## config.mk

```make
export PLATFORM = sky130hd
export DESIGN_NAME = binary_grid_erosion_bbox_unit
export DESIGN_NICKNAME = d
export VERILOG_FILES = /design/src/rtl/core/bgeb_pkg.sv /design/src/rtl/core/binary_grid_erosion_bbox_unit.sv /design/src/rtl/core/bgeb_front.sv /design/src/rtl/core/bgeb_queue.sv /design/src/rtl/core/bgeb_back.sv
export SDC_FILE = /design/constraint.sdc
export NUM_CORES = 1
export LEC_CHECK = 0
export BUFFER_PORTS_ARGS = -buffer_cell sky130_fd_sc_hd__buf_4
export CORE_ASPECT_RATIO = 2
export CORE_MARGIN = 2
export CORE_UTILIZATION = 50
export CTS_CLUSTER_DIAMETER = 50
export DETAILED_ROUTE_END_ITERATION = 10
export PLACE_DENSITY = 0.69
export SYNTH_ARGS = -nofsm -noshare
export SYNTH_HDL_FRONTEND = slang
export SYNTH_SLANG_ARGS = --single-unit
```

## constraint.sdc

```tcl
create_clock -name clock -period 8.96 [get_ports clock]
set_input_delay 1.792 -clock clock [delete_from_list [all_inputs] [get_ports clock]]
set_output_delay 1.792 -clock clock [all_outputs]
set_load 0.05 [all_outputs]
```

## src/rtl/core/bgeb_pkg.sv

```systemverilog
// Package for the binary grid erosion and bounding box unit.
// Holds line and coordinate widths, register indexes, transaction structs and the erosion function.
// Depends on nothing; every other file of the unit uses it.
`default_nettype none

package bgeb_pkg;

   localparam int LINE_W   = 32;
   localparam int ROW_W    = 10;
   localparam int COL_W    = 5;
   localparam int COLS_W   = 6;
   localparam int ROWS_W   = 11;
   localparam int CSR_W    = 11;
   localparam int SEA_LIMIT = 3;

   localparam logic [ROWS_W-1:0] MAX_ROWS = 11'd1024;
   localparam logic [COLS_W-1:0] MAX_COLS = 6'd32;

   localparam logic CSR_ROW_COUNT = 1'b0;
   localparam logic CSR_COL_COUNT = 1'b1;

   localparam logic KIND_PIXEL = 1'b0;
   localparam logic KIND_BOX   = 1'b1;

   typedef enum logic [1:0] {
      PHASE_HEAD,
      PHASE_FLUSH,
      PHASE_BOX
   } back_phase_type;

   typedef struct packed {
      logic              has_pixel;
      logic [ROW_W-1:0]  pix_row;
      logic [COL_W-1:0]  pix_col;
      logic              pix_land;
      logic              has_flush;
      logic [LINE_W-1:0] flush_up;
      logic [LINE_W-1:0] flush_mid;
      logic [ROW_W-1:0]  flush_row;
      logic [COLS_W-1:0] flush_cols;
   } cmd_type;

   typedef struct packed {
      logic             kind;
      logic [ROW_W-1:0] pixel_row;
      logic [COL_W-1:0] pixel_col;
      logic             land_after;
      logic [ROW_W-1:0] box_top;
      logic [ROW_W-1:0] box_bottom;
      logic [COL_W-1:0] box_left;
      logic [COL_W-1:0] box_right;
      logic             box_empty;
      logic             last;
   } rsp_type;

   // A land pixel turns to sea when enough of its four neighbors are sea.
   function automatic logic erode(input logic [LINE_W-1:0] up,
                                  input logic [LINE_W-1:0] mid,
                                  input logic [LINE_W-1:0] down,
                                  input logic [COL_W-1:0]  col,
                                  input logic [COLS_W-1:0] cols);
      logic [2:0] sea;
      logic       left_sea;
      logic       right_sea;
      sea       = 3'd0;
      left_sea  = (col == '0) || !mid[col - COL_W'(1)];
      right_sea = (({1'b0, col} + COLS_W'(1)) >= cols) || !mid[col + COL_W'(1)];
      sea = 3'(!up[col]) + 3'(!down[col]) + 3'(left_sea) + 3'(right_sea);
      return mid[col] && (sea < 3'(SEA_LIMIT));
   endfunction

endpackage

`default_nettype wire

```

## src/rtl/core/binary_grid_erosion_bbox_unit.sv

```systemverilog
// Top level of the binary grid erosion and bounding box unit.
// Holds the size registers and connects bgeb_front, bgeb_queue and bgeb_back; uses bgeb_pkg.
//
// Pixels of a land/sea grid enter in raster order, one transaction per clock while full is
// low, and the eroded pixel one row above leaves through the command queue and a registered
// result stage. The front end keeps three line buffers and erodes that pixel at once; a command
// queue of QUEUE_DEPTH entries separates it from the back end, which delivers one result per
// clock while results are taken. On the frame's last pixel the back end also emits the whole
// final row, one pixel per clock while results are taken, and then the bounding box result,
// so that last pixel yields the column count in use plus two results (plus one when the frame
// has a single row). The input reports full whenever the command queue is full, which happens
// when results are not taken or when frame ends follow each other faster than their final rows
// drain. The size registers must be written while the unit is idle.
`default_nettype none

module binary_grid_erosion_bbox_unit #(
   parameter int QUEUE_DEPTH = 4
) (
   input  wire logic                        clock,
   input  wire logic                        reset,
   input  wire logic                        req_push,
   output      logic                        full,
   input  wire logic                        req_land,
   output      logic                        empty,
   input  wire logic                        pop,
   output      logic                        rsp_kind,
   output      logic [bgeb_pkg::ROW_W-1:0]  rsp_pixel_row,
   output      logic [bgeb_pkg::COL_W-1:0]  rsp_pixel_col,
   output      logic                        rsp_land_after,
   output      logic [bgeb_pkg::ROW_W-1:0]  rsp_box_top,
   output      logic [bgeb_pkg::ROW_W-1:0]  rsp_box_bottom,
   output      logic [bgeb_pkg::COL_W-1:0]  rsp_box_left,
   output      logic [bgeb_pkg::COL_W-1:0]  rsp_box_right,
   output      logic                        rsp_box_empty,
   output      logic                        rsp_last,
   input  wire logic                        csr_wr_en,
   input  wire logic                        csr_index,
   input  wire logic [bgeb_pkg::CSR_W-1:0]  csr_wr_data
);

   logic [bgeb_pkg::ROWS_W-1:0] row_count_ff, row_count_in;
   logic [bgeb_pkg::COLS_W-1:0] col_count_ff, col_count_in;

   logic              accept;
   logic              cmd_push;
   bgeb_pkg::cmd_type cmd;
   logic              q_full;
   logic              cmd_pop;
   logic              head_valid;
   bgeb_pkg::cmd_type head_cmd;
   logic              rsp_valid;
   bgeb_pkg::rsp_type rsp;

   always_comb begin
      row_count_in = row_count_ff;
      col_count_in = col_count_ff;
      if (csr_wr_en) begin
         unique case (csr_index)
            bgeb_pkg::CSR_ROW_COUNT: row_count_in = csr_wr_data;
            bgeb_pkg::CSR_COL_COUNT: col_count_in = csr_wr_data[bgeb_pkg::COLS_W-1:0];
            default: ;
         endcase
      end
   end

   always_ff @(posedge clock) begin
      if (reset) begin
         row_count_ff <= bgeb_pkg::ROWS_W'(10);
         col_count_ff <= bgeb_pkg::COLS_W'(10);
      end else begin
         row_count_ff <= row_count_in;
         col_count_ff <= col_count_in;
      end
   end

   assign full   = q_full;
   assign accept = req_push && !q_full;

   bgeb_front u_front (
      .clock     (clock),
      .reset     (reset),
      .accept    (accept),
      .land      (req_land),
      .row_count (row_count_ff),
      .col_count (col_count_ff),
      .cmd_push  (cmd_push),
      .cmd       (cmd)
   );

   bgeb_queue #(
      .DEPTH (QUEUE_DEPTH)
   ) u_queue (
      .clock      (clock),
      .reset      (reset),
      .push       (cmd_push),
      .push_cmd   (cmd),
      .full       (q_full),
      .pop        (cmd_pop),
      .head_valid (head_valid),
      .head_cmd   (head_cmd)
   );

   bgeb_back u_back (
      .clock      (clock),
      .reset      (reset),
      .head_valid (head_valid),
      .head_cmd   (head_cmd),
      .cmd_pop    (cmd_pop),
      .rsp_pop    (pop),
      .rsp_valid  (rsp_valid),
      .rsp        (rsp)
   );

   assign empty          = !rsp_valid;
   assign rsp_kind       = rsp.kind;
   assign rsp_pixel_row  = rsp.pixel_row;
   assign rsp_pixel_col  = rsp.pixel_col;
   assign rsp_land_after = rsp.land_after;
   assign rsp_box_top    = rsp.box_top;
   assign rsp_box_bottom = rsp.box_bottom;
   assign rsp_box_left   = rsp.box_left;
   assign rsp_box_right  = rsp.box_right;
   assign rsp_box_empty  = rsp.box_empty;
   assign rsp_last       = rsp.last;

   // The queue never takes a command while it is full.
   a_no_overflow: assert property (@(posedge clock) disable iff (reset)
      cmd_push |-> !q_full)
      else $error("command pushed into a full queue");

   // The back end never pops a command that is not there.
   a_no_underflow: assert property (@(posedge clock) disable iff (reset)
      cmd_pop |-> head_valid)
      else $error("command popped from an empty queue");

   // A box transaction always closes the results of its input.
   a_box_is_last: assert property (@(posedge clock) disable iff (reset)
      (!empty && rsp_kind) |-> rsp_last)
      else $error("box transaction without last");

   // An empty box carries zero coordinates.
   a_empty_box_zero: assert property (@(posedge clock) disable iff (reset)
      (!empty && rsp_box_empty) |-> (rsp_box_top == '0 && rsp_box_bottom == '0 &&
                                     rsp_box_left == '0 && rsp_box_right == '0))
      else $error("empty box with nonzero coordinates");

endmodule

`default_nettype wire

```

## src/rtl/core/bgeb_front.sv

```systemverilog
// Front end: accepts pixels, keeps the three line buffers and raster position.
// Erodes the pixel one row back and issues commands for the back end. Uses bgeb_pkg.
`default_nettype none

module bgeb_front (
   input  wire logic                         clock,
   input  wire logic                         reset,
   input  wire logic                         accept,
   input  wire logic                         land,
   input  wire logic [bgeb_pkg::ROWS_W-1:0]  row_count,
   input  wire logic [bgeb_pkg::COLS_W-1:0]  col_count,
   output      logic                         cmd_push,
   output      bgeb_pkg::cmd_type            cmd
);

   logic [bgeb_pkg::LINE_W-1:0] two_back_ff, two_back_in;
   logic [bgeb_pkg::LINE_W-1:0] one_back_ff, one_back_in;
   logic [bgeb_pkg::LINE_W-1:0] filling_ff, filling_in;
   logic [bgeb_pkg::ROW_W-1:0]  row_pos_ff, row_pos_in;
   logic [bgeb_pkg::COL_W-1:0]  col_pos_ff, col_pos_in;

   logic [bgeb_pkg::ROWS_W-1:0] rows;
   logic [bgeb_pkg::COLS_W-1:0] cols;
   logic [bgeb_pkg::COL_W-1:0]  col;
   logic [bgeb_pkg::LINE_W-1:0] filling_new;
   logic                        row_end;
   logic                        frame_end;

   always_comb begin
      if (row_count == '0) begin
         rows = bgeb_pkg::ROWS_W'(1);
      end else if (row_count > bgeb_pkg::MAX_ROWS) begin
         rows = bgeb_pkg::MAX_ROWS;
      end else begin
         rows = row_count;
      end
      if (col_count == '0) begin
         cols = bgeb_pkg::COLS_W'(1);
      end else if (col_count > bgeb_pkg::MAX_COLS) begin
         cols = bgeb_pkg::MAX_COLS;
      end else begin
         cols = col_count;
      end
      if ({1'b0, col_pos_ff} >= cols) begin
         col = bgeb_pkg::COL_W'(cols - bgeb_pkg::COLS_W'(1));
      end else begin
         col = col_pos_ff;
      end
      filling_new      = filling_ff;
      filling_new[col] = land;
      row_end   = ({1'b0, col} + bgeb_pkg::COLS_W'(1)) >= cols;
      frame_end = row_end && (({1'b0, row_pos_ff} + bgeb_pkg::ROWS_W'(1)) >= rows);

      cmd.has_pixel  = row_pos_ff != '0;
      cmd.pix_row    = row_pos_ff - bgeb_pkg::ROW_W'(1);
      cmd.pix_col    = col;
      cmd.pix_land   = bgeb_pkg::erode(two_back_ff, one_back_ff, filling_new, col, cols);
      cmd.has_flush  = frame_end;
      cmd.flush_up   = one_back_ff;
      cmd.flush_mid  = filling_new;
      cmd.flush_row  = row_pos_ff;
      cmd.flush_cols = cols;
      cmd_push = accept && (cmd.has_pixel || cmd.has_flush);

      two_back_in = two_back_ff;
      one_back_in = one_back_ff;
      filling_in  = filling_ff;
      row_pos_in  = row_pos_ff;
      col_pos_in  = col_pos_ff;
      if (accept) begin
         priority if (frame_end) begin
            two_back_in = '0;
            one_back_in = '0;
            filling_in  = '0;
            row_pos_in  = '0;
            col_pos_in  = '0;
         end else if (row_end) begin
            two_back_in = one_back_ff;
            one_back_in = filling_new;
            filling_in  = '0;
            row_pos_in  = row_pos_ff + bgeb_pkg::ROW_W'(1);
            col_pos_in  = '0;
         end else begin
            filling_in  = filling_new;
            col_pos_in  = col + bgeb_pkg::COL_W'(1);
         end
      end
   end

   always_ff @(posedge clock) begin
      if (reset) begin
         two_back_ff <= '0;
         one_back_ff <= '0;
         filling_ff  <= '0;
         row_pos_ff  <= '0;
         col_pos_ff  <= '0;
      end else begin
         two_back_ff <= two_back_in;
         one_back_ff <= one_back_in;
         filling_ff  <= filling_in;
         row_pos_ff  <= row_pos_in;
         col_pos_ff  <= col_pos_in;
      end
   end

endmodule

`default_nettype wire

```

## src/rtl/core/bgeb_queue.sv

```systemverilog
// Command queue between the front end and the back end.
// A small register FIFO of bgeb_pkg::cmd_type entries; uses bgeb_pkg.
`default_nettype none

module bgeb_queue #(
   parameter int DEPTH = 4
) (
   input  wire logic              clock,
   input  wire logic              reset,
   input  wire logic              push,
   input  wire bgeb_pkg::cmd_type push_cmd,
   output      logic              full,
   input  wire logic              pop,
   output      logic              head_valid,
   output      bgeb_pkg::cmd_type head_cmd
);

   localparam int PTR_W = (DEPTH > 1) ? $clog2(DEPTH) : 1;
   localparam int CNT_W = $clog2(DEPTH + 1);

   bgeb_pkg::cmd_type   slot_ff [DEPTH];
   logic [PTR_W-1:0]    wr_ptr_ff, wr_ptr_in;
   logic [PTR_W-1:0]    rd_ptr_ff, rd_ptr_in;
   logic [CNT_W-1:0]    count_ff, count_in;

   always_comb begin
      full       = count_ff == CNT_W'(DEPTH);
      head_valid = count_ff != '0;
      head_cmd   = slot_ff[rd_ptr_ff];
      wr_ptr_in  = wr_ptr_ff;
      rd_ptr_in  = rd_ptr_ff;
      count_in   = count_ff;
      if (push) begin
         wr_ptr_in = (wr_ptr_ff == PTR_W'(DEPTH - 1)) ? '0 : wr_ptr_ff + PTR_W'(1);
      end
      if (pop) begin
         rd_ptr_in = (rd_ptr_ff == PTR_W'(DEPTH - 1)) ? '0 : rd_ptr_ff + PTR_W'(1);
      end
      if (push && !pop) begin
         count_in = count_ff + CNT_W'(1);
      end else if (pop && !push) begin
         count_in = count_ff - CNT_W'(1);
      end
   end

   always_ff @(posedge clock) begin
      if (push) begin
         slot_ff[wr_ptr_ff] <= push_cmd;
      end
   end

   always_ff @(posedge clock) begin
      if (reset) begin
         wr_ptr_ff <= '0;
         rd_ptr_ff <= '0;
         count_ff  <= '0;
      end else begin
         wr_ptr_ff <= wr_ptr_in;
         rd_ptr_ff <= rd_ptr_in;
         count_ff  <= count_in;
      end
   end

endmodule

`default_nettype wire

```

## src/rtl/core/bgeb_back.sv

```systemverilog
// Back end: turns commands into results, flushes the final row and tracks the bounding box.
// Drives the registered result stage. Uses bgeb_pkg.
`default_nettype none

module bgeb_back (
   input  wire logic              clock,
   input  wire logic              reset,
   input  wire logic              head_valid,
   input  wire bgeb_pkg::cmd_type head_cmd,
   output      logic              cmd_pop,
   input  wire logic              rsp_pop,
   output      logic              rsp_valid,
   output      bgeb_pkg::rsp_type rsp
);

   bgeb_pkg::back_phase_type    phase_ff, phase_in;
   logic [bgeb_pkg::COL_W-1:0]  col_ff, col_in;
   logic [bgeb_pkg::ROW_W-1:0]  top_ff, top_in;
   logic [bgeb_pkg::ROW_W-1:0]  bottom_ff, bottom_in;
   logic [bgeb_pkg::COL_W-1:0]  left_ff, left_in;
   logic [bgeb_pkg::COL_W-1:0]  right_ff, right_in;
   logic                        any_ff, any_in;
   logic                        valid_ff, valid_in;
   bgeb_pkg::rsp_type           rsp_ff, rsp_in;

   logic                        slot_ready;
   logic                        produce;
   bgeb_pkg::rsp_type           res;
   logic                        flush_land;

   always_comb begin
      slot_ready = !valid_ff || rsp_pop;
      flush_land = bgeb_pkg::erode(head_cmd.flush_up, head_cmd.flush_mid, '0, col_ff,
                                   head_cmd.flush_cols);
      produce  = 1'b0;
      res      = '0;
      cmd_pop  = 1'b0;
      phase_in = phase_ff;
      col_in   = col_ff;
      top_in    = top_ff;
      bottom_in = bottom_ff;
      left_in   = left_ff;
      right_in  = right_ff;
      any_in    = any_ff;

      unique case (phase_ff)
         bgeb_pkg::PHASE_HEAD: begin
            if (head_valid && slot_ready) begin
               if (head_cmd.has_pixel) begin
                  produce        = 1'b1;
                  res.kind       = bgeb_pkg::KIND_PIXEL;
                  res.pixel_row  = head_cmd.pix_row;
                  res.pixel_col  = head_cmd.pix_col;
                  res.land_after = head_cmd.pix_land;
                  res.last       = !head_cmd.has_flush;
               end
               if (head_cmd.has_flush) begin
                  phase_in = bgeb_pkg::PHASE_FLUSH;
                  col_in   = '0;
               end else begin
                  cmd_pop = 1'b1;
               end
            end
         end
         bgeb_pkg::PHASE_FLUSH: begin
            if (slot_ready) begin
               produce        = 1'b1;
               res.kind       = bgeb_pkg::KIND_PIXEL;
               res.pixel_row  = head_cmd.flush_row;
               res.pixel_col  = col_ff;
               res.land_after = flush_land;
               if (({1'b0, col_ff} + bgeb_pkg::COLS_W'(1)) >= head_cmd.flush_cols) begin
                  phase_in = bgeb_pkg::PHASE_BOX;
               end else begin
                  col_in = col_ff + bgeb_pkg::COL_W'(1);
               end
            end
         end
         bgeb_pkg::PHASE_BOX: begin
            if (slot_ready) begin
               produce   = 1'b1;
               res.kind  = bgeb_pkg::KIND_BOX;
               res.last  = 1'b1;
               if (any_ff) begin
                  res.box_top    = top_ff;
                  res.box_bottom = bottom_ff;
                  res.box_left   = left_ff;
                  res.box_right  = right_ff;
               end else begin
                  res.box_empty  = 1'b1;
               end
               cmd_pop  = 1'b1;
               phase_in = bgeb_pkg::PHASE_HEAD;
            end
         end
         default: begin
            phase_in = bgeb_pkg::PHASE_HEAD;
         end
      endcase

      if (produce && (res.kind == bgeb_pkg::KIND_PIXEL) && res.land_after) begin
         if (!any_ff || (res.pixel_row < top_ff)) top_in = res.pixel_row;
         if (!any_ff || (res.pixel_row > bottom_ff)) bottom_in = res.pixel_row;
         if (!any_ff || (res.pixel_col < left_ff)) left_in = res.pixel_col;
         if (!any_ff || (res.pixel_col > right_ff)) right_in = res.pixel_col;
         any_in = 1'b1;
      end
      if (produce && (res.kind == bgeb_pkg::KIND_BOX)) begin
         top_in    = '1;
         bottom_in = '0;
         left_in   = '1;
         right_in  = '0;
         any_in    = 1'b0;
      end

      valid_in = valid_ff;
      rsp_in   = rsp_ff;
      if (produce) begin
         valid_in = 1'b1;
         rsp_in   = res;
      end else if (rsp_pop) begin
         valid_in = 1'b0;
      end

      rsp_valid = valid_ff;
      rsp       = rsp_ff;
   end

   always_ff @(posedge clock) begin
      rsp_ff <= rsp_in;
   end

   always_ff @(posedge clock) begin
      if (reset) begin
         phase_ff  <= bgeb_pkg::PHASE_HEAD;
         col_ff    <= '0;
         top_ff    <= '1;
         bottom_ff <= '0;
         left_ff   <= '1;
         right_ff  <= '0;
         any_ff    <= 1'b0;
         valid_ff  <= 1'b0;
      end else begin
         phase_ff  <= phase_in;
         col_ff    <= col_in;
         top_ff    <= top_in;
         bottom_ff <= bottom_in;
         left_ff   <= left_in;
         right_ff  <= right_in;
         any_ff    <= any_in;
         valid_ff  <= valid_in;
      end
   end

endmodule

`default_nettype wire

```

==> impl_metrics.ini, run 1 <==
[synth]
synth_fp_nets = 2294
async_reset_ff_frac = 0
synth.area.top_cells = edfxtp_1, dfxtp_1, mux4_2
synth_edf_count = 441
yosysSeqAreaShare = 0.589
synth_area_um2 = 28500
ys_ff_latch = 617
yosysMostFrequentCell = edfxtp_1
yosysTopAreaCellShare = 0.465
ys_types = 86
synth_top_cell_by_area = edfxtp_1
synth_flop_cell = edfxtp_1
syn_inst = 2196
postSynthAreaPerCell_um2 = 13.0
synth_common_cells = edfxtp_1, nand2_1, dfxtp_1, a21oi_1, nand3_1
synth_warnings = 0

[place]
dp_hpwl_mm = 52.7
portBuffers = 68
gp_congestion = 0.964

[cts]
clock_latency_ns = 0.60
holdBufCountCts = 0
cts_tree = done
cts-root-buf = clkbuf_16
post_cts_buffers = 0
clock_path_buffers = 3
htree_num_levels = 2
clk_pin_slew_ns = 0.07
cts_resized = 0
cts_buffers = 52
cts_sinks = 617

[detailed_routing]
drt-initial-drc-count = 1631
wire_per_inst_um = 25.3
vias = 18600
drc = 0
via_per_inst = 6.16
dr.pass1.iters = 5
ant_nets = 0
wirelength_mm = 76.3

[pwr]
p_total_uw = 8260
share_seq_of_total_power = 0.414
p_sw_frac = 0.334
power_density_nw_per_um2 = 262
p_clk_frac = 0.293
power_switching_uw = 2760
vdd_drop_max_mv = 0.150
p_int_uw = 5500
p_comb_frac = 0.293
power.leakage_uw = 0.0111

[critical_path]
end_kind = flop
cp_max_fo = 59
startpoint_type = flop
worstSetupPathType = reg -> reg
cpPeakStageDelay_ns = 0.63
crit_chain = nor4_1, o21ai_0, inv_1, ha_1, nor2b_1, o21ai_2, a21o_1, buf_4, o22ai_4, inv_2, ha_1, inv_1, or3_1, mux2i_1, xnor2_1, ha_1, a21o_1, a21o_1, a21oi_1, nor2_1, and2_4, buf_12
cp_slowest_cell = and2_4
cp.arrival_ns = 7.83
required_ns = 9.20

[timing]
rsz0062_at_grt = no
holdWs_ns = 0.451
slew_headroom = -0.00610
drv_slew = 1
fin_crit_ns = 7.58
min_period_over_period = 0.846
clock_skew_ns = 0.0228
setup_violations = 0
finalHoldViolCount = 0
clock.fmax_ghz = 0.132
worstMarginPinSlew_ns = 1.49
setup_tns_ns = 0

[cells_and_area]
final_nets = 2321
area_delta_synth_final_pct = 10.9
antenna_cells = 0
drive_gt1_frac = 0.184
nFillCells = 4523
seq_area_um2 = 16800
multi_input_area_um2 = 10700
fin_util = 0.561

[global_route]
antenna_found_initial = 1
grtUsageTotal = 0.259
grt_pass1_vias = 19100
grt_max_degree = 83
grt-ovfl-total = 0
grt_pass1_wl_mm = 116

[outcome]
status = finished, violations left
failed_checks = max-capacitance violations, max-slew violations

[floorplanning]
chipHeight_um = 341
coreArea_um2 = 56300
placementRows = 123
die_w_um = 173
die_area_um2 = 59000
io-pin-count = 69
start_util = 0.505

[run]
cap_violations = 1

[hold_path]
hold_class = reg -> reg
[stage by stage]
| stage | instance area, um^2 | cells | setup slack, ns |
|---|---|---|---|
| final | 31600 | 3017 | 1.38 |
| after global routing | 31600 | 3017 | 0.892 |
| after CTS | 31600 | 3017 | 1.50 |
| after detailed placement | 29700 | 2919 | 1.51 |
| after global placement | 29700 | 2919 | 1.70 |
| after floorplan | 28500 | 2196 | 1.15 |
[per-layer routing]
layer | share of wire | GRT usage
met1 | 0.33 | 0.268
met2 | 0.53 | 0.476
met3 | 0.051 | 0.0326
met4 | 0.087 | 0.200
met5 | 0 | 0
[cell usage in the layout, fill, tap and decap left out, types with 12 or more instances in the layout]
master	count
nand3_1	160
and2_1	35
and3_1	12
mux2_2	12
clkbuf_16	58
o21ai_0	57
ha_1	77
nand2b_1	12
edfxtp_1	441
mux4_2	143
dfxtp_1	174
a21o_1	24
a21oi_1	160
buf_4	109
inv_1	97
xor2_1	18
a31oi_1	18
mux2i_1	46
nand2_1	261
nor3_1	33
nor2_1	64
[state kept, by name (all words and copies together) (netlist names), named ones only]
name	cells
u_back.any_ff	1
u_back.phase_ff	2
u_front.two_back_ff	32
u_back.col_ff	5
u_front.one_back_ff	32
u_queue.slot_ff	392
row_count_ff	11
u_back.rsp_valid	1
u_queue.count_ff	3
u_front.row_pos_ff	10
u_back.bottom_ff	10
u_back.top_ff	10
col_count_ff	6
u_back.left_ff	5
u_queue.rd_ptr_ff	2
u_queue.wr_ptr_ff	2
u_front.filling_ff	32
u_front.col_pos_ff	5
u_back.right_ff	5
u_back.rsp	49
[power groups by stage]
| stage | Sequential, uW | Combinational, uW | Clock, uW |
|---|---|---|---|
| after CTS | 3420 | 2430 | 2460 |
| after floorplan | 3790 | 1650 | 0 |
| final | 3420 | 2420 | 2420 |
| after global placement | 3480 | 2390 | 0 |
| after detailed placement | 3480 | 2420 | 0 |
| after global routing | 3440 | 2590 | 2550 |
[critical path: cells and delay by family (launching register included)]
family / cells / cell delay, ns
muxes: 1 / 0.26
AOI/OAI and AO/OA: 7 / 2.30
buffers and inverters: 5 / 1.20
adders and majority gates: 3 / 1.04
and+or+nand+nor: 5 / 1.61
DFF: 1 / 0.45
xor gates and xnor gates: 1 / 0.24
[final cells by class]
type | instances | area share
clock buffer | 71 | 0.0500
clock inverter | 27 | 0.00911
inverter | 105 | 0.0125
multi-input combinational | 1334 | 0.339
sequential | 617 | 0.531
tap | 750 | 0.0297
timing repair buffer | 113 | 0.0284
[final timing paths]
check,endpoint,startpoint,depth (start not counted),slack [ns]
worst max-delay path,u_queue.slot_ff[0][58]$_DFFE_PP_,col_count_ff[2]$_SDFFE_PP0P_,22,1.38
worst min-delay path,u_front.filling_ff[19]$_SDFFE_PP0P_,u_front.filling_ff[19]$_SDFFE_PP0P_,2,0.45
worst max register to register,u_queue.slot_ff[0][58]$_DFFE_PP_,col_count_ff[2]$_SDFFE_PP0P_,22,1.38
worst min register to register,u_front.filling_ff[19]$_SDFFE_PP0P_,u_front.filling_ff[19]$_SDFFE_PP0P_,2,0.45
[kinds of logic (layout without fill, tap and decap cells)]
family	after synthesis	in the layout	synth area share
compound gates	370	370	0.0844
xor+xnor	29	29	0.00892
fa+ha+maj	80	80	0.0359
mux	205	205	0.137
buf+inv	245	316	0.0370
simple gates	650	650	0.108
flops	617	617	0.589
(Power assumes the default switching activity.)
==> run 2: changes to the inputs <==
PLACE_DENSITY = 0.72   (was 0.69)
clock period = 6.6 ns   (was 8.96 ns; I/O delays follow)
==> run 2 against run 1 <==
Effect of this change:
- the flow now finishes without violations
- sequential cell count unchanged
- hold slack got worse by 0.00064 ns
- sequential share of layout area decreased by 0.10 points
- combinational power grew 53%
- non-clock buffer count grew 14
- critical path depth up 1
- worst setup slack worse by 1.2 ns
- clock power up 30%
- highest routed layer unchanged
==> impl_metrics.ini, run 2 (synthesized netlist as in run 1, its figures left out) <==
[outcome]
status = completed

[timing]
finalHoldViolCount = 0
fin_crit_ns = 6.40
rsz0062_at_grt = no
setup_violations = 0
setup_tns_ns = 0
min_period_over_period = 0.970
slew_headroom = 0.0919
drv_slew = 0
holdWs_ns = 0.450
worstMarginPinSlew_ns = 1.35
clock_skew_ns = 0.0234
clock.fmax_ghz = 0.156

[detailed_routing]
vias = 18900
dr.pass1.iters = 8
ant_nets = 0
wire_per_inst_um = 25.7
wirelength_mm = 78.0
drc = 0
via_per_inst = 6.24
drt-initial-drc-count = 1615

[floorplanning]
die_area_um2 = 59000
chipHeight_um = 341
die_w_um = 173
coreArea_um2 = 56300
placementRows = 123
io-pin-count = 69
start_util = 0.505

[global_route]
grt_max_degree = 76
grtUsageTotal = 0.265
antenna_found_initial = 0
grt_pass1_vias = 19200
grt-ovfl-total = 0
grt_pass1_wl_mm = 118

[cells_and_area]
final_nets = 2337
regMostFlops = u_queue.slot_ff
mostFrequentLayoutCells = edfxtp_1, nand2_1, dfxtp_1, nand3_1, a21oi_1
antenna_cells = 0
fin_util = 0.562
final_cells = 3034
largest_reg_flops = 392
area_delta_synth_final_pct = 11.1
drive_gt1_frac = 0.188
final_common_cell = edfxtp_1

[pwr]
share_seq_of_total_power = 0.404
power_switching_uw = 3960
power_density_nw_per_um2 = 364
p_sw_frac = 0.344
p_int_uw = 7550
power.leakage_uw = 0.0110
p_comb_frac = 0.323
vdd_drop_max_mv = 0.225
p_clk_frac = 0.274

[place]
dp_hpwl_mm = 53.8
gp_congestion = 0.981
dp_cells = 2933
portBuffers = 68

[cts]
cts_tree = done
cts_sinks = 617
clock_latency_ns = 0.61
holdBufCountCts = 0
htree_num_levels = 2
clock_path_buffers = 3
post_cts_buffers = 0
cts-root-buf = clkbuf_16
cts_buffers = 54
clk_pin_slew_ns = 0.07

[critical_path]
cp.arrival_ns = 6.85
required_ns = 7.04
startpoint_type = flop
cpPeakStageDelay_ns = 0.95
reg2reg_depth = 23
worstSetupPathType = reg -> reg
cp_slowest_cell = o31ai_1
end_kind = flop
crit_chain = nor4_1, o21ai_0, buf_4, inv_1, ha_1, nor2b_1, o21ai_4, a21o_1, buf_4, a21oi_1, inv_1, o31ai_1, a32oi_1, nor3_1, a311oi_1, nor4_1, ha_1, inv_1, fa_1, inv_1, ha_1, a21oi_1, and3_1
cp_max_fo = 21
cp_common_cell = inv_1

[hold_path]
holdPathStages = 2
hold_class = reg -> reg

[run]
cap_violations = 0
[run 2: cell count changes in the layout (fill, tap and decap cells not counted), moves of 2 or more]
cell,delta
buf_4,+11
clkbuf_16,-3
inv_4,-2
buf_12,+3
bufinv_16,-2
inv_6,+5
clkbuf_1,+7
[run 2: layer usage]
layer	GRT usage	vias to the layer above	share of wire
met5	0	-	0
met2	0.477	916	0.52
met3	0.0338	321	0.062
li1	-	8339	-
met4	0.201	0	0.090
met1	0.282	9345	0.33
[run 2: power by group through the flow]
stage               clock network (uW)  registers (uW)  logic [uW]
CTS                               3200            4650        3690
global placement                     0            4720        3650
detailed placement                   0            4740        3690
finish                            3150            4650        3710
global route                      3320            4680        3940
floorplan                            0            5140        2240
[run 2: final cells by class]
class / count / area, um^2
tap: 750 / 938
fill: 4558 / 24700
clock buffer: 76 / 1550
sequential: 617 / 16800
multi-input combinational: 1334 / 10700
timing repair buffer: 127 / 1040
inverter: 105 / 397
clock inverter: 25 / 221
[run 2: worst max-delay path, delay by kind of cell, from the launching register on]
family,cells,cell delay (ns)
compound gates,8,2.25
fa+ha+maj,4,1.07
buf+inv,6,1.08
flops,1,0.37
simple gates,5,1.45
[run 2: repair_timing]
item,CTS,global route
endpoints found under the hold margin,0,0
gates resized for setup,0,6
setup endpoints to repair,0,239
[run 2: path summary, 6_finish.rpt]
kind | from | to | slack, ns
worst max-delay path | col_count_ff[2]$_SDFFE_PP0P_ | u_queue.slot_ff[2][81]$_DFFE_PP_ | 0.20
worst min-delay path | u_front.two_back_ff[22]$_SDFFE_PP0P_ | u_front.two_back_ff[22]$_SDFFE_PP0P_ | 0.45
worst max register to register | col_count_ff[2]$_SDFFE_PP0P_ | u_queue.slot_ff[2][81]$_DFFE_PP_ | 0.20
worst min register to register | u_front.two_back_ff[22]$_SDFFE_PP0P_ | u_front.two_back_ff[22]$_SDFFE_PP0P_ | 0.45
[run 2: stage by stage]
stage	setup slack, ns	total power (uW)	cell area, um^2
floorplan	-0.126	7370	28500
global placement	0.393	8370	29900
detailed placement	0.128	8420	29900
CTS	0.0743	11500	31600
global route	0.0180	12000	31600
finish	0.195	11500	31600
==> run 3: changes to the inputs <==
SYNTH_HIERARCHICAL = 1   (was default)
==> run 3 against run 2 <==
Effect of this change:
- synthesized area is 2.3% higher
- clock power hardly changed
- via count is 2.3% lower
- clock skew is 0.0084 ns higher
- register-to-register slack better by 0.27 ns
- utilization is 0.45 points lower
- routed wire length is 1.3% lower
- worst setup slack better by 0.27 ns
- synthesized cell count is 3.1% lower
- sequential share of layout area is 0.99 points lower
- global-route usage is 1.0 points lower
- hold slack hardly changed
- highest routed layer unchanged
==> impl_metrics.ini, run 3 <==
[pwr]
power.leakage_uw = 0.0110
p_comb_frac = 0.253
p_clk_frac = 0.310
p_sw_frac = 0.314
p_int_uw = 7040
share_seq_of_total_power = 0.438
vdd_drop_max_mv = 0.230
power_switching_uw = 3230
power_density_nw_per_um2 = 319

[critical_path]
end_kind = flop
worstSetupPathType = reg -> reg
r2r_slack_ns = 0.47
cp_slowest_cell = or4_1
cp.arrival_ns = 6.49
required_ns = 6.96
crit_chain = nor4_1, o21ai_2, inv_1, ha_1, nor2b_1, o21ai_1, a21o_1, mux2_2, inv_2, ha_1, mux2i_1, a21oi_1, a21boi_0, a32oi_1, o2111ai_1, or4_1, fa_1, ha_1, ha_1, a221oi_1
cpPeakStageDelay_ns = 0.62
cp_max_fo = 11
cp_common_cell = ha_1
startpoint_type = flop

[cells_and_area]
mostFrequentLayoutCells = edfxtp_1, dfxtp_1, a21oi_1, mux4_2, nand2_1
final_nets = 2256
largest_reg_flops = 392
nFillCells = 4632
multi_input_area_um2 = 11400
stdcell_area_um2 = 32200
seq_area_um2 = 16800
antenna_cells = 0
regMostFlops = u_queue/slot_ff
final_common_cell = edfxtp_1
drive_gt1_frac = 0.217
final_cells = 2963
area_delta_synth_final_pct = 10.7

[place]
gp_congestion = 0.942
dpl-instance-area_um2 = 30500
dp_cells = 2864
portBuffers = 68
dp_hpwl_mm = 53.5

[synth]
synth-xor-area-share = 0.00992
async_reset_ff_frac = 0
syn_inst = 2129
synth_fp_nets = 2228
synthSimpleGateAreaFrac = 0.114
synth_top_cell_by_area = edfxtp_1
synth_common_cells = edfxtp_1, dfxtp_1, a21oi_1, mux4_2, nand2_1
synth_fa_ha_area_frac = 0.0356
yosysTopAreaCellShare = 0.455
synth_area_um2 = 29100
synth_warnings = 6
muxShareOfSynthArea = 0.159
synth_top_family_by_area = multiplexers
yosysSeqAreaShare = 0.576
synth_edf_count = 441
yosysMostFrequentCell = edfxtp_1
synth_flop_cell = edfxtp_1
ys_ff_latch = 617
synth.area.top_cells = edfxtp_1, mux4_2, dfxtp_1
postSynthAreaPerCell_um2 = 13.7
ys_types = 90
synth-compound-area-share = 0.0712

[timing]
rsz0062_at_grt = no
drv_slew = 0
clock.fmax_ghz = 0.163
fin_crit_ns = 6.13
setup_tns_ns = 0
setup_violations = 0
finalHoldViolCount = 0
min_period_over_period = 0.929
worstMarginPinSlew_ns = 1.17
slew_headroom = 0.212
clock_skew_ns = 0.0318

[cts]
cts-root-buf = clkbuf_16
cts_tree = done
clk_pin_slew_ns = 0.07
cts_sinks = 617
clock_latency_ns = 0.62
htree_num_levels = 2
clock_path_buffers = 3
cts_buffers = 53

[detailed_routing]
wire_per_inst_um = 26.0
dr.pass1.iters = 5
vias = 18500
drt-initial-drc-count = 1529
wirelength_mm = 77.0
ant_nets = 0
drc = 0
via_per_inst = 6.24

[floorplanning]
io-pin-count = 69
chipHeight_um = 345
placementRows = 125
die_w_um = 175
die_area_um2 = 60300
start_util = 0.503
coreArea_um2 = 57900

[global_route]
grtUsageTotal = 0.255
antenna_found_initial = 0
grt_max_degree = 77
grt_pass1_wl_mm = 115
grt_pass1_vias = 18900
grt-ovfl-total = 0

[run]
cap_violations = 0

[outcome]
status = completed

[hold_path]
hold_class = reg -> reg
run 3: cell count changes after synthesis, moves of 29 or more:
cell and delta:
nand2_1 -104, nand2b_1 +53, nand3_1 -86, nand4b_1 +33
o21ai_0 -29, or4b_2 +32
run 3: metal layers:
layer,wire length (um),global-route usage,vias up
met5,0,0,-
met4,6190,0.181,0
met3,3700,0.0265,259
met2,41600,0.468,758
met1,25500,0.268,9281
li1,-,-,8193
run 3: stage by stage:
stage          hold slack [ns]  utilization  setup slack [ns]  total power (uW)
2_1_floorplan            0.429            -            0.0240              7030
3_3_place_gp             0.435        0.526             0.401              7140
3_5_place_dp             0.440        0.526             0.371              7170
4_1_cts                  0.450        0.557             0.347             10300
5_1_grt                  0.475        0.557             0.133             10700
6_report                 0.450        0.557             0.468             10300
run 3: worst max-delay path: cells and delay by family, from the launching register on:
family	cells	cell delay (ns)
compound gates	8	2.00
fa+ha+maj	5	1.67
buf+inv	2	0.26
flops	1	0.52
mux	2	0.57
simple gates	3	0.86
run 3: worst paths after layout:
| check | endpoint | from | depth (start not counted) |
|---|---|---|---|
| worst min register to register | u_front/two_back_ff[22]$_SDFFE_PP0P_ | u_front/two_back_ff[22]$_SDFFE_PP0P_ | 2 |
| worst min-delay path | u_front/two_back_ff[22]$_SDFFE_PP0P_ | u_front/two_back_ff[22]$_SDFFE_PP0P_ | 2 |
| worst max register to register | u_queue/slot_ff[0][81]$_DFFE_PP_ | col_count_ff[2]$_SDFFE_PP0P_ | 20 |
| worst max-delay path | u_queue/slot_ff[0][81]$_DFFE_PP_ | col_count_ff[2]$_SDFFE_PP0P_ | 20 |
run 3: repair_timing:
| action | CTS | global route |
|---|---|---|
| setup buffers | 0 | 0 |
| endpoints found under the setup margin | 0 | 10 |
| resized for setup | 0 | 1 |
| hold buffers | 0 | 0 |
run 3: power by group through the flow:
stage | sequential, uW | combinational (uW) | clock, uW
after global routing | 4520 | 2760 | 3380
after global placement | 4580 | 2560 | 0
final | 4500 | 2600 | 3180
after CTS | 4500 | 2590 | 3240
after floorplan | 5130 | 1910 | 0
after detailed placement | 4590 | 2580 | 0
run 3: kinds of logic after synthesis:
family                   after synthesis
flip-flops                           617
AO/OA/AOI/OAI                        326
multiplexers                         255
buffers and inverters                227
AND/OR/NAND/NOR                      593
XOR/XNOR                              30
adder cells (fa/ha/maj)               81
run 3: layout make-up:
type                            instances  share of cell area
Sequential cell                       617               0.520
Tap cell                              762              0.0296
Timing Repair Buffer                  125              0.0318
Clock inverter                         33             0.00982
Clock buffer                           66              0.0456
Multi-Input combinational cell       1285               0.354
Inverter                               75             0.00873
